**config.mk**
```make
export PLATFORM = sky130hd
export DESIGN_NAME = tdpt_div
export DESIGN_NICKNAME = d
export VERILOG_FILES = /design/src/rtl/tdpt_pkg.sv /design/src/rtl/tdpt_div.sv
export SDC_FILE = /design/constraint.sdc
export NUM_CORES = 1
export LEC_CHECK = 0
export BUFFER_PORTS_ARGS = -buffer_cell sky130_fd_sc_hd__buf_2
export CORE_MARGIN = 3
export CORE_UTILIZATION = 55
export CTS_CLUSTER_DIAMETER = 120
export DETAILED_ROUTE_END_ITERATION = 8
export PLACE_DENSITY_LB_ADDON = 0.25
export SLEW_MARGIN = 25
export SYNTH_ARGS = -nofsm -noshare
export SYNTH_HDL_FRONTEND = slang
export SYNTH_SLANG_ARGS = --single-unit
```
**constraint.sdc**
```tcl
create_clock -name clk -period 2.9 [get_ports clk]
set_input_delay 0.725 -clock clk [delete_from_list [all_inputs] [get_ports clk]]
set_output_delay 0.725 -clock clk [all_outputs]
set_load 0.01 [all_outputs]
```
**src/rtl/tdpt_pkg.sv**
```systemverilog
`timescale 1ns / 1ps
// tdpt_pkg: shared types for the trial division prime test.
// No dependencies.
package tdpt_pkg;

    typedef struct packed {
        logic start;
    } div_ctrl_t;

    typedef struct packed {
        logic done;
    } div_stat_t;

endpackage

```
**src/rtl/tdpt_div.sv**
```systemverilog
`timescale 1ns / 1ps
// tdpt_div: restoring bit-serial divider, one quotient bit per cycle.
// Depends on tdpt_pkg for the control and status structs.
module tdpt_div #(
    parameter int VALUE_WIDTH = 32
) (
    input  logic                     clk,
    input  logic                     rst_n,
    input  tdpt_pkg::div_ctrl_t      ctrl,
    input  logic [VALUE_WIDTH-1:0]   dividend,
    input  logic [VALUE_WIDTH-1:0]   divisor,
    output tdpt_pkg::div_stat_t      stat,
    output logic [VALUE_WIDTH-1:0]   quotient,
    output logic [VALUE_WIDTH-1:0]   remainder
);

    localparam int CNT_W = $clog2(VALUE_WIDTH + 1);

    logic [VALUE_WIDTH-1:0] rem_reg, rem_next;
    logic [VALUE_WIDTH-1:0] quo_reg, quo_next;
    logic [VALUE_WIDTH-1:0] dsr_reg, dsr_next;
    logic [CNT_W-1:0]       cnt_reg, cnt_next;
    logic                   busy_reg, busy_next;
    logic                   done_reg, done_next;
    logic [VALUE_WIDTH-1:0] shifted;
    logic                   fits;

    // remainder stays below the divisor, so the dropped top bit is zero while the divisor's top bit is clear
    assign shifted = {rem_reg[VALUE_WIDTH-2:0], quo_reg[VALUE_WIDTH-1]};
    assign fits    = (shifted >= dsr_reg);

    always_comb
    begin
        rem_next  = rem_reg;
        quo_next  = quo_reg;
        dsr_next  = dsr_reg;
        cnt_next  = cnt_reg;
        busy_next = busy_reg;
        done_next = 1'b0;
        if (ctrl.start)
        begin
            rem_next  = '0;
            quo_next  = dividend;
            dsr_next  = divisor;
            cnt_next  = CNT_W'(VALUE_WIDTH);
            busy_next = 1'b1;
        end
        else if (busy_reg)
        begin
            rem_next = fits ? (shifted - dsr_reg) : shifted;
            quo_next = {quo_reg[VALUE_WIDTH-2:0], fits};
            cnt_next = cnt_reg - CNT_W'(1);
            if (cnt_reg == CNT_W'(1))
            begin
                busy_next = 1'b0;
                done_next = 1'b1;
            end
        end
    end

    always_ff @(posedge clk or negedge rst_n)
    begin
        if (!rst_n)
        begin
            busy_reg <= 1'b0;
            done_reg <= 1'b0;
            cnt_reg  <= '0;
        end
        else
        begin
            busy_reg <= busy_next;
            done_reg <= done_next;
            cnt_reg  <= cnt_next;
        end
    end

    always_ff @(posedge clk)
    begin
        rem_reg <= rem_next;
        quo_reg <= quo_next;
        dsr_reg <= dsr_next;
    end

    assign stat.done = done_reg;
    assign quotient  = quo_reg;
    assign remainder = rem_reg;

endmodule

```
==> results of run 1 <==
stage by stage:
stage / utilization / cell area, µm² / hold slack, ns / setup WS, ns
after floorplan: - / 6202 / 0.4294 / 0.1896
after global placement: 0.6450 / 7053 / 0.5004 / 0.1213
after detailed placement: 0.6450 / 7053 / 0.5100 / -0.01796
after CTS: 0.6705 / 7332 / 0.1817 / 0.008176
after global routing: 0.6843 / 7483 / 0.1798 / -0.05080
final: 0.6843 / 7483 / 0.1846 / 0.1059
cell type report:
| class | instances | area (µm²) |
|---|---|---|
| fillers | 830 | 3452 |
| multi-input cells | 409 | 3171 |
| flip-flops and latches | 104 | 2764 |
| repair buffers | 162 | 937.1 |
| clock buffers | 10 | 229.0 |
| well taps | 140 | 175.2 |
| inverters | 43 | 161.4 |
| clock inverters | 6 | 46.29 |
synthesized netlist by cell type (all sizes together), types with 3 or more instances:
| cell | count | share of area |
|---|---|---|
| a31o | 3 | 0.0042 |
| o21ai | 16 | 0.014 |
| dfxtp | 32 | 0.10 |
| nor2b | 7 | 0.0083 |
| nor3 | 7 | 0.0075 |
| clkbuf | 12 | 0.0073 |
| a21o | 12 | 0.015 |
| ha | 34 | 0.069 |
| o21bai | 5 | 0.0061 |
| o31ai | 4 | 0.0056 |
| or3 | 5 | 0.0050 |
| a31oi | 11 | 0.012 |
| buf | 17 | 0.018 |
| nand4 | 5 | 0.0050 |
| a211oi | 25 | 0.030 |
| a311oi | 3 | 0.0052 |
| nand3 | 9 | 0.0089 |
| inv | 43 | 0.026 |
| xor2 | 5 | 0.0071 |
| nor2 | 57 | 0.034 |
| edfxtp | 64 | 0.31 |
| and4 | 3 | 0.0046 |
| or3b | 3 | 0.0042 |
| o21a | 7 | 0.0085 |
| nand2 | 27 | 0.016 |
| dfrtp | 8 | 0.032 |
| nor4 | 7 | 0.010 |
| nor3b | 5 | 0.0061 |
| mux2 | 33 | 0.060 |
| xnor2 | 21 | 0.030 |
| a21oi | 26 | 0.024 |
| and3 | 6 | 0.0061 |
| mux2i | 24 | 0.039 |
| and2 | 5 | 0.0054 |
placed cells by master, fill, tap and decap left out, types with 6 or more instances in the layout:
cell	count
edfxtp_1	64
a211oi_1	25
nor2_1	57
dfxtp_1	32
a31oi_1	10
ha_1	32
o21ai_0	10
inv_1	42
xnor2_1	21
buf_4	28
nand3_1	7
nand2_1	27
clkbuf_16	10
o21a_1	7
a21oi_1	22
nor3_1	6
dfrtp_1	7
mux2i_1	24
mux2_2	33
and3_1	6
a21o_1	12
buf_2	130
power groups by stage:
stage	clock network [W]	registers, W	logic (W)
6_report	0.00114	0.00190	0.00118
5_1_grt	0.00124	0.00193	0.00131
4_1_cts	0.00118	0.00190	0.00115
3_5_place_dp	0	0.00193	0.00114
3_3_place_gp	0	0.00192	0.00111
2_1_floorplan	0	0.00196	0.000762
cell families after synthesis:
logic type / synth area share
simple gates: 0.1402
buf+inv: 0.05164
flops: 0.4454
mux: 0.09865
xor+xnor: 0.03672
compound gates: 0.1555
fa+ha+maj: 0.07182
routing by layer:
metal  routed length, µm  vias to the layer above
met5                   0                        -
met4                 300                        0
met2                7099                      112
met1                6053                     2380
met3                 682                       20
li1                    -                     2451
timing repair:
item,in CTS,in global routing
endpoints found under the setup margin,1,31
buffers inserted,0,9
pin swaps,0,7
resized for setup,1,13
gates cloned,0,2
worst min-delay path by stage:
stage,start,to,slack [ns],depth (start not counted)
after global routing,rst_n,cnt_reg[0]$_DFFE_PN0P_,0.18,1
after global placement,remainder[30]$_SDFFE_PP0P_,remainder[30]$_SDFFE_PP0P_,0.50,2
after CTS,rst_n,cnt_reg[1]$_DFFE_PN0P_,0.18,1
after floorplan,rst_n,busy_reg$_DFF_PN0_,0.43,0
after detailed placement,cnt_reg[5]$_DFFE_PN0P_,cnt_reg[5]$_DFFE_PN0P_,0.51,2
final,rst_n,cnt_reg[1]$_DFFE_PN0P_,0.18,1
==> flow_summary.toml, run 1 <==
[layout]
layoutNonFillerInstCount = 874
drive_gt1_frac = 0.3311
synthToLayoutAreaGrowth_pct = 20.66
antenna_cells = 0
nets = 831

[floorplanning]
dieArea_um2 = 12590
core_area_um2 = 10940
num_rows = 38
die_h_um = 112.2
io-pin-count = 132
start_util = 0.5672
die_width_um = 112.2

[drt]
totalWireLength_um = 14140
dr_total_vias = 4963
ant_nets = 0
wl_per_cell_um = 16.17
dr.pass1.iters = 4
drtIter0Drc = 225
routed_via_density = 5.678
drc = 0

[setup_path]
reg2reg_from = "quotient[31]$_DFFE_PP_"
worstPathArrival_ns = 2.91
rr_worst_depth = 12
crit_path_end_kind = "flop"
cp-start-kind = "flop"
path_delay_family = "compound AO/OA/AOI/OAI gates"
path_depth = 12
r2r-end = "quotient[0]$_DFFE_PP_"
crit_chain = "inv_2 -> ha_4 -> fa_2 -> nor2b_4 -> o211a_1 -> nor4b_4 -> o21ai_2 -> a21boi_2 -> a21oi_4 -> buf_12 -> buf_4 -> mux2_2"
max_stage_delay_ns = 0.40
crit_path_end = "quotient[0]$_DFFE_PP_"
crit_buf_inv = 3
crit_required_ns = 3.01
slowest_stage = "edfxtp_1"
r2r_setup_slack_ns = 0.11
path_max_fanout = 13
timing_worst_setup_path_type = "flop to flop"
startpoint = "quotient[31]$_DFFE_PP_"

[synthesis]
synth-seq-cells = 104
syn_nets = 687
syn_inst = 585
syn_avg_cell_area_um2 = 10.60
synth_cell_types = 76
ys_async_sr_fraction = 0.07692
yosysWarnings = 0
syn_area_um2 = 6202
synth-seq-area-share = 0.4454
synth_edf_count = 64
synth_top_flop_cell = "edfxtp_1"

[hold_path]
hp-class = "input pin to asynchronous set/reset pin"

[sta]
hold_viol = 0
finalClockSkew_ns = 0.01617
rsz0062_at_grt = "true"
fin_crit_ns = 2.794
fmax_mhz = 357.9
drv_slew = 0
relSlewSlack = 0.5822
setup_viol = 0
tightest_slew_ns = 0.6267
fin_crit_sh = 0.9635
fin_setup_tns_ns = 0

[global_route]
grt_max_degree = 44
grt_overflow = 0
use_met2 = 0.3778
antenna_found_initial = 0
grt_first_pass_wirelength_um = 22910
grt_pass1_vias = 4910
grt_use_total = 0.2215
top_usage_layer = "met2"
use_met3 = 0.05930
gr-usage-met1 = 0.2736

[clocking]
cts.sinks = 104
h-tree-depth = 3
clkLatencyLatePin_ns = 0.36
cts_buffers = 9
clock_path_buffers = 2
cts_tree = "yes"
clockRootBuffer = "clkbuf_16"
hold_buffers = 0
clk_pin_slew_ns = 0.08

[power]
power.density_nw_per_um2 = 563.8
switching_share = 0.3118
p_comb_frac = 0.279
p_leak_nw = 3.376
power_w = 0.004219
max-vdd-ir-drop_v = 0.0005079
seq_power_share = 0.450
p_int_w = 0.002904
clkPwrFrac = 0.270
p_sw_w = 0.001315

[flow_run]
drv_cap = 0

[placed_design]
gp_congestion = 0.8813
io_buffer_count = 131
hpwl_um = 10230
placedCellCount = 847

[run_status]
status = "finished, final reports clean"
No activity file was read; power rests on OpenSTA's default activity.
==> run 2: changes to the inputs <==
--- a/config.mk
+++ b/config.mk
@@ -7,7 +7,7 @@
 export LEC_CHECK = 0
 export BUFFER_PORTS_ARGS = -buffer_cell sky130_fd_sc_hd__buf_2
 export CORE_MARGIN = 3
-export CORE_UTILIZATION = 55
+export CORE_UTILIZATION = 30
 export CTS_CLUSTER_DIAMETER = 120
 export DETAILED_ROUTE_END_ITERATION = 8
 export PLACE_DENSITY_LB_ADDON = 0.25
==> run 2 against run 1 <==
Effect of this change: sequential power barely moved; via count is 2.1% lower; worst setup slack improved by 0.049 ns; die area rose by 78%; flip-flop and latch count did not move; clock power up 15%; non-clock buffer count is 11 lower.
==> flow_summary.toml, run 2 (synthesis results as in run 1) <==
[power]
power.density_nw_per_um2 = 576.8
p_leak_nw = 3.340
power_w = 0.004369
max-vdd-ir-drop_v = 0.0002966

[placed_design]
gp_congestion = 0.7718
hpwl_um = 11420
io_buffer_count = 131
pre_cts_slack_ns = 0.03080
placedCellCount = 971

[layout]
seqCellArea_um2 = 2764
multi_input_area_um2 = 3164
synthToLayoutAreaGrowth_pct = 22.13
drive_gt1_frac = 0.3237
final_cell_mix = "buf_2, edfxtp_1, nor2_1"
layoutNonFillerInstCount = 989
nFillCells = 2064
nets = 820
final_common_cell = "buf_2"

[drt]
routed-wl-met2_um = 7210
drtIter0Drc = 302
wl_met3_um = 622
wl_met1_um = 7072
totalWireLength_um = 15210
drc = 0
ant_nets = 0
wl_per_cell_um = 15.38
dr.pass1.iters = 6
routed_via_density = 4.915
highest_layer = "met4"
dr_total_vias = 4861

[flow_run]
drv_cap = 0

[floorplanning]
io-pin-count = 132
start_util = 0.3115
dieArea_um2 = 22440
die_width_um = 149.8
core_area_um2 = 19910
die_h_um = 149.8
num_rows = 51

[setup_path]
slowest_stage = "edfxtp_1"
crit_path_end_kind = "flop"
timing_worst_setup_path_type = "flop to flop"
crit_buf_inv = 2
r2r_setup_slack_ns = 0.16
crit_required_ns = 3.15
worstPathArrival_ns = 2.99
path_max_fanout = 25
cp-start-kind = "flop"
max_stage_delay_ns = 0.38
crit_chain = "inv_1 -> ha_4 -> fa_2 -> nor2b_1 -> o211a_1 -> nor4b_4 -> o21ai_2 -> a21boi_2 -> a21oi_4 -> buf_12 -> nor4bb_2 -> or3_1"
path_delay_family = "simple AND/OR/NAND/NOR gates"

[sta]
tightest_slew_ns = 0.5394
fin_setup_tns_ns = 0
hold_ws_ns = 0.1940
fin_crit_sh = 0.9465
fin_crit_ns = 2.745
drv_slew = 0
setup_viol = 0
hold_viol = 0
finalClockSkew_ns = 0.01758
rsz0062_at_grt = "false"
finalWorstSetupSlack_ns = 0.1553
relSlewSlack = 0.6397
fmax_mhz = 364.3

[global_route]
grt_max_degree = 41
grt_pass1_vias = 4874
grt_use_total = 0.1391
grt_first_pass_wirelength_um = 24850
grt_overflow = 0
antenna_found_initial = 1

[clocking]
cts.sinks = 104
clockRootBuffer = "clkbuf_16"
clk_pin_slew_ns = 0.08
clock_path_buffers = 2
hold_buffers = 0
h-tree-depth = 3
cts_tree = "yes"
cts_buffers = 9
clkLatencyLatePin_ns = 0.37

[hold_path]
hp-class = "input pin to asynchronous set/reset pin"

[run_status]
status = "finished, final reports clean"
==> run 2: cell count changes in the layout (fill, tap and decap cells not counted), sizes merged <==
cell,delta
diode,+1
inv,+2
buf,-10
clkinvlp,-2
clkbuf,-2
bufinv,+1
==> run 2: worst paths after layout <==
check,startpoint,end,cells past startpoint
worst max-delay path,quotient[31]$_DFFE_PP_,remainder[1]$_SDFFE_PP0P_,12
worst min-delay path,rst_n,cnt_reg[0]$_DFFE_PN0P_,1
worst max register to register,quotient[31]$_DFFE_PP_,remainder[1]$_SDFFE_PP0P_,12
worst min register to register,remainder[2]$_SDFFE_PP0P_,remainder[2]$_SDFFE_PP0P_,2
max in group asynchronous,rst_n,busy_reg$_DFF_PN0_,1
min in group clk,remainder[2]$_SDFFE_PP0P_,remainder[2]$_SDFFE_PP0P_,2
==> run 2: repair_timing <==
action                     4_1_cts  5_1_grt
buffers inserted                 0        1
gates resized for setup          0       13
setup endpoints to repair        0       26
==> run 2: cell type report <==
| type | count | area share |
|---|---|---|
| Inverter | 43 | 0.02131 |
| Tap cell | 265 | 0.04377 |
| Clock buffer | 9 | 0.02973 |
| Antenna cell | 1 | 0.0003304 |
| Sequential cell | 104 | 0.3649 |
| Multi-Input combinational cell | 409 | 0.4177 |
| Timing Repair Buffer | 151 | 0.1105 |
| Clock inverter | 7 | 0.01173 |
==> run 2: where the power goes <==
part,switching (W),internal [W],leakage (nW)
Clock,0.000617,0.000691,0.155
Sequential,0.000127,0.00177,1.01
Combinational,0.000625,0.000541,2.18
Total,0.00137,0.00300,3.34
==> run 2: stage by stage <==
stage,cell area (µm²),utilization
after floorplan,6202,-
after global placement,7202,0.3617
after detailed placement,7202,0.3617
after CTS,7516,0.3775
after global routing,7575,0.3805
final,7575,0.3805
==> run 2: metal layers <==
layer,up-vias,GRT usage
li1,2433,-
met2,90,0.2290
met3,17,0.03059
met5,-,0
met1,2321,0.1827
met4,0,0.04437
